===== config.mk =====
export PLATFORM = sky130hd
export DESIGN_NAME = acpl_cell
export DESIGN_NICKNAME = d
export VERILOG_FILES = /design/src/hdl/acpl_pkg.sv /design/src/hdl/acpl_cell.sv
export SDC_FILE = /design/constraint.sdc
export NUM_CORES = 2
export LEC_CHECK = 0
export ABC_CLOCK_PERIOD_IN_PS = 10900
export BUFFER_PORTS_ARGS = -buffer_cell sky130_fd_sc_hd__buf_2
export CAP_MARGIN = 20
export CORE_MARGIN = 2
export CORE_UTILIZATION = 39
export CTS_CLUSTER_SIZE = 20
export DETAILED_ROUTE_END_ITERATION = 16
export GPL_ROUTABILITY_DRIVEN = 1
export SLEW_MARGIN = 0
export SYNTH_ARGS = -nofsm -noshare
export SYNTH_HDL_FRONTEND = slang
export SYNTH_SLANG_ARGS = --single-unit

===== constraint.sdc =====
create_clock -name clk -period 10.9 [get_ports clk]
set_input_delay 1.09 -clock clk [delete_from_list [all_inputs] [get_ports clk]]
set_output_delay 1.09 -clock clk [all_outputs]
set_load 0.01 [all_outputs]

===== src/hdl/acpl_pkg.sv =====
`timescale 1ns / 1ps
`default_nettype none
package acpl_pkg;

  localparam int NCELL     = 8;
  localparam int SH_W      = $clog2(NCELL);
  localparam int LAG_W     = 9;
  localparam int MAG_W     = 16;
  localparam int RATE_W    = 10;
  localparam int LCFG_W    = 8;
  localparam int FREQ_W    = 18;
  localparam int REGQ_W    = 17;
  localparam int CFG_DW    = 10;
  localparam int CFG_IW    = 3;
  localparam int STEP_W    = 5;
  localparam int DRAIN_W   = 2;

  typedef enum logic [CFG_IW-1:0] {
    REG_SAMPLE_RATE    = 3'd0,
    REG_DOM_LAG_FIRST  = 3'd1,
    REG_DOM_LAG_LAST   = 3'd2,
    REG_STEP_LAG_FIRST = 3'd3,
    REG_STEP_LAG_LAST  = 3'd4
  } reg_idx_t;

  typedef enum logic [2:0] {
    S_LOAD,
    S_PCLR,
    S_RUN,
    S_DRAIN,
    S_SHIFT,
    S_DIV_FREQ,
    S_DIV_REG,
    S_DONE
  } state_t;

  typedef struct packed {
    logic clr;
    logic run;
    logic shift;
    logic cur_valid;
  } cell_ctl_t;

endpackage
`default_nettype wire


===== src/hdl/acpl_cell.sv =====
`timescale 1ns / 1ps
`default_nettype none
module acpl_cell #(
  parameter int YW  = 26,
  parameter int ACW = 60
) (
  input  wire                     clk,
  input  wire                     rst_n,
  input  acpl_pkg::cell_ctl_t     ctl,
  input  wire logic signed [YW-1:0]  cur,
  input  wire logic signed [YW-1:0]  lag_in,
  input  wire                     lag_vld_in,
  input  wire logic signed [ACW-1:0] acc_in,
  output logic signed [YW-1:0]    lag_out,
  output logic                    lag_vld_out,
  output logic signed [ACW-1:0]   acc_out
);

  localparam int PW = 2 * YW;

  logic signed [YW-1:0]  lag_r;
  logic                  lag_vld_r;
  logic signed [PW-1:0]  prod_r;
  logic                  prod_vld_r;
  logic signed [ACW-1:0] acc_r;

  always_ff @(posedge clk) begin
    if (!rst_n) begin
      lag_vld_r  <= 1'b0;
      prod_vld_r <= 1'b0;
    end else if (ctl.clr) begin
      lag_vld_r  <= 1'b0;
      prod_vld_r <= 1'b0;
    end else if (ctl.run) begin
      lag_vld_r  <= lag_vld_in;
      prod_vld_r <= lag_vld_in & ctl.cur_valid;
    end
  end

  always_ff @(posedge clk) begin
    if (ctl.run) begin
      lag_r  <= lag_in;
      prod_r <= PW'(cur) * PW'(lag_in);
    end
  end

  // The accumulator doubles as a stage of the readout shift line.
  always_ff @(posedge clk) begin
    if (ctl.clr) begin
      acc_r <= '0;
    end else if (ctl.shift) begin
      acc_r <= acc_in;
    end else if (ctl.run && prod_vld_r) begin
      acc_r <= acc_r + ACW'(prod_r);
    end
  end

  assign lag_out     = lag_r;
  assign lag_vld_out = lag_vld_r;
  assign acc_out     = acc_r;

endmodule
`default_nettype wire


---- After elaboration in Yosys (flattened, before gate mapping) ----
Cells that the tools add are included.
storage, ports and cells
  word-level logic and storage cells ...... 14
  bits in registers ....................... 140
  latch bits .............................. 0
  bits in writable memories ............... 0
  input bits .............................. 119
  memories kept ........................... 0
  bits in read-only memories .............. 0
  output and inout port bits .............. 87
cells by class
  eq/ne operators ......................... 0
  shift operators ......................... 0
  multipliers ............................. 1
  add/subtract/negate cells ............... 1
  bitwise logic cells ..................... 2
  reductions and logical operators ........ 3
  div/mod/pow operators ................... 0
  mux-type cells .......................... 2
  order comparisons ....................... 0
operators with widths
  operator                                        count
  60-bit 2-to-1 mux                               2
  60-bit by 52-bit adder with 60-bit output       1
  26-bit by 26-bit multiplier with 52-bit output  1
  2-bit nonzero test                              1
  2-bit OR reduction                              1
  1-bit bitwise AND                               1
  1-bit logical AND                               1
  1-bit inverter                                  1

---- Depth between registers and ports, before layout ----
  word-level depth ........................ 3
  gate-level depth with buffers ........... 30

---- Worst setup path after synthesis ----
Ideal clock, no wire load.
  path kind ............................... in2reg
  start ................................... in lag_in[2]
  end ..................................... reg prod_r[51] (data pin)
  cell stages on the path ................. 30
  library setup time ...................... 0.260 ns
  arrival ................................. 7.944 ns
  setup slack ............................. 2.696 ns
  path buffers ............................ 3
  cells stage by stage .................... clkbuf_1 > clkbuf_1 > nand2_1 > fa_1 > inv_1 > fa_1 > inv_1 > fa_1 > inv_1 > fa_1 > inv_1 > fa_1 > inv_1 > fa_1 > inv_1 > fa_1 > inv_1 > ha_1 > clkbuf_1 > a211oi_1 > o21ai_0 > a221o_1 > and3_1 > a211oi_2 > o21ai_2 > a21oi_4 > o211ai_1 > a2111oi_1 > o21bai_1 > xnor2_1
on the way
  longest elaborated chain between the ends .. 1
RTL lines
  what                                            line             source
  start: declaration                              acpl_cell.sv:11  input wire logic signed [YW-1:0] lag_in,
  26-bit by 26-bit multiplier with 52-bit output  acpl_cell.sv:43  prod_r <= PW'(cur) * PW'(lag_in);
  end signal: assignment                          acpl_cell.sv:43
  end: declaration                                acpl_cell.sv:23  logic signed [PW-1:0] prod_r;
No other way between the ends.
A chain may end at the register's enable or synchronous reset.

---- Final worst setup path ----
Same ends and word-level chain as after synthesis.

==> results.cfg <==
[run_status]
outcome = finished, final reports clean

[route]
vias_per_cell = 5.11
ant_nets = 0
num_vias = 24477
wirelength_um = 92400
drt_first_iter_violations = 1349
drc = 0
drt_pass1_iterations = 5
post_drt_wl_per_cell_um = 19.3

[worst_setup_path]
crit_fanout = 27
r2r-end = acc_out[58]$_SDFFE_PP0P_
path_class = in -> reg
cp.arrival_ns = 8.61
critPathSlowestCell = fa_1
reg2reg_from = acc_out[0]$_SDFFE_PP0P_
rr_worst_depth = 14
startpoint_type = input pin
end_kind = flop
cpPeakStageDelay_ns = 0.56
r2r_slack_ns = 7.08
required_ns = 11.10

[global_route]
grt_max_degree = 91
grt_pass1_wl_um = 147000
antenna_found_initial = 2
track_usage_pct = 22.1
grtUsageMet3_pct = 2.66
grt_busiest_layer = met2
grt_pass1_vias = 26108
grtUsageMet1_pct = 27.6
grt.overflow.total = 0
gr-usage-met2_pct = 39.5

[synthesis]
synth_cell_type_count = 73
synth-edff-count = 78
synthTopCellsByArea = fa_1 (43%), inv_1 (9.1%), ha_1 (7.8%)
synth_area_um2 = 32900
synth_seq_cells = 140
yosysMostFrequentCell = inv_1
ys.flop_type = edfxtp_1
syn_inst = 3637
yosysWarnings = 0
syn-num-nets = 4672
synth_async_sr_flop_share_pct = 0
yosys.area.top_type = fa_1
syn_area_per_cell_um2 = 9.05
synth-seq-area-share_pct = 10.9
synthTopCellsByCount = inv_1 (798), fa_1 (711), nand2_1 (477)
synth_top_area_share_pct = 43.3

[worst_hold_path]
hold_path_end = lag_vld_out$_SDFFE_PP0P_
hp-start = lag_vld_out$_SDFFE_PP0P_
hp-class = reg -> reg
holdPathStages = 2

[final_layout]
synthToLayoutAreaGrowth_pct = 7.28
n_antenna_cell = 0
fin_util_pct = 42.3
fin_nets = 4735
layout-drive-gt1-share_pct = 7.14

[clock_tree]
cts.sinks = 140
htree_num_levels = 4
ctsHoldBuffers = 0
cts_tree = yes
numCtsBuffers = 17
clock_latency_ns = 0.47
clock-root-buffer = clkbuf_16
postCtsResizedCells = 0
clkTransAtPathRegs_ns = 0.06
clk_path_buf_depth = 2
cts_setup_buffers = 0

[sta]
period_needed_ns = 8.41
worst_clock_skew_ns = 0.0200
drv_slew = 0
fin_crit_sh_pct = 77.1
fmax_ghz = 0.119
finalHoldViolations = 0
grt_setup_unrepaired = false
setup_violations = 0
tns_ns = 0
worstMarginPinSlew_ns = 0.927
slew_headroom_pct = 36.6

[placed_design]
gp_congestion = 0.912
io_buffers = 205
place_hpwl_um = 74900

[floorplanning]
die_y_um = 294
die_x_um = 294
io_pins = 206
num_rows = 106
coreArea_um2 = 83600
fp.dieArea_um2 = 86700
start_util_pct = 39.4

[run]
maxCapViolCount = 0
flip-flops by register name, summed over array words and instances (netlist names):
register	flops
acc_out	60
prod_r	52
lag_out	26
lag_vld_out	1
prod_vld_r	1
how the worst max path moves through the flow:
stage | start | slack (ns) | cells past startpoint | to
final | lag_in[2] | 2.49 | 28 | prod_r[51]$_DFFE_PP_
after floorplan | lag_in[2] | 2.70 | 30 | prod_r[51]$_DFFE_PP_
after global routing | lag_in[2] | 2.01 | 28 | prod_r[51]$_DFFE_PP_
after global placement | lag_in[2] | 2.10 | 28 | prod_r[51]$_DFFE_PP_
after detailed placement | lag_in[2] | 1.97 | 28 | prod_r[51]$_DFFE_PP_
after CTS | lag_in[2] | 2.47 | 28 | prod_r[51]$_DFFE_PP_
cell families (layout without fill, tap and decap cells):
kind of cell	Yosys count	in the layout	share of synthesized area, %
mux	1	1	0.0304
flops	140	140	10.9
simple gates	1041	1041	15.1
xor+xnor	106	106	2.82
buf+inv	970	1046	11.1
fa+ha+maj	916	916	51.0
compound gates	463	463	9.09
cell type report:
class	instances	area, um2
inverter	798	3000
clock inverter	15	154
tap	1080	1350
multi-input combinational	2527	25700
timing repair buffer	216	1110
fill	8390	48200
sequential	140	3580
clock buffer	17	425
layout by cell type, fill, tap and decap left out, drive strengths merged, types with 7 or more instances in the layout:
| cell | netlist | final |
|---|---|---|
| o211ai | 8 | 8 |
| dfxtp | 62 | 62 |
| nor2b | 9 | 9 |
| o21a | 11 | 11 |
| buf | 4 | 216 |
| nor3 | 22 | 22 |
| nand3 | 33 | 33 |
| xor2 | 32 | 32 |
| edfxtp | 78 | 78 |
| a21o | 58 | 58 |
| ha | 205 | 205 |
| nand4 | 20 | 20 |
| a31oi | 11 | 11 |
| o31ai | 7 | 7 |
| xnor2 | 74 | 74 |
| nand2b | 18 | 18 |
| clkbuf | 168 | 17 |
| and2 | 289 | 289 |
| a221oi | 20 | 20 |
| and3 | 13 | 13 |
| o21bai | 26 | 26 |
| inv | 798 | 806 |
| o21ai | 74 | 74 |
| fa | 711 | 711 |
| a211oi | 21 | 21 |
| nor2 | 135 | 135 |
| a21oi | 179 | 179 |
| nand2 | 477 | 477 |
through the flow:
stage / hold WS, ns / instances / setup WS [ns] / cell area (um2)
detailed placement: 0.484 / 4761 / 1.97 / 34700
finish: 0.495 / 4793 / 2.49 / 35300
CTS: 0.500 / 4793 / 2.47 / 35300
global placement: 0.475 / 4761 / 2.10 / 34700
global route: 0.538 / 4793 / 2.01 / 35300
floorplan: 0.452 / 3637 / 2.70 / 32900
worst max-delay path, delay by kind of cell:
| kind | cells | cell delay (ns) |
|---|---|---|
| and+or+nand+nor | 2 | 0.37 |
| xor gates and xnor gates | 1 | 0.14 |
| AOI/OAI and AO/OA | 9 | 2.21 |
| buffers and inverters | 8 | 0.81 |
| adders and majority gates | 8 | 3.96 |
layer usage:
layer	vias to the layer above	routed length (um)
li1	11201	-
met1	12547	38100
met2	578	47300
met3	149	3960
met4	2	2990
met5	-	13
Power is not shown: default switching activity piles up to over one toggle a cycle in this logic, so the estimate is an artifact.
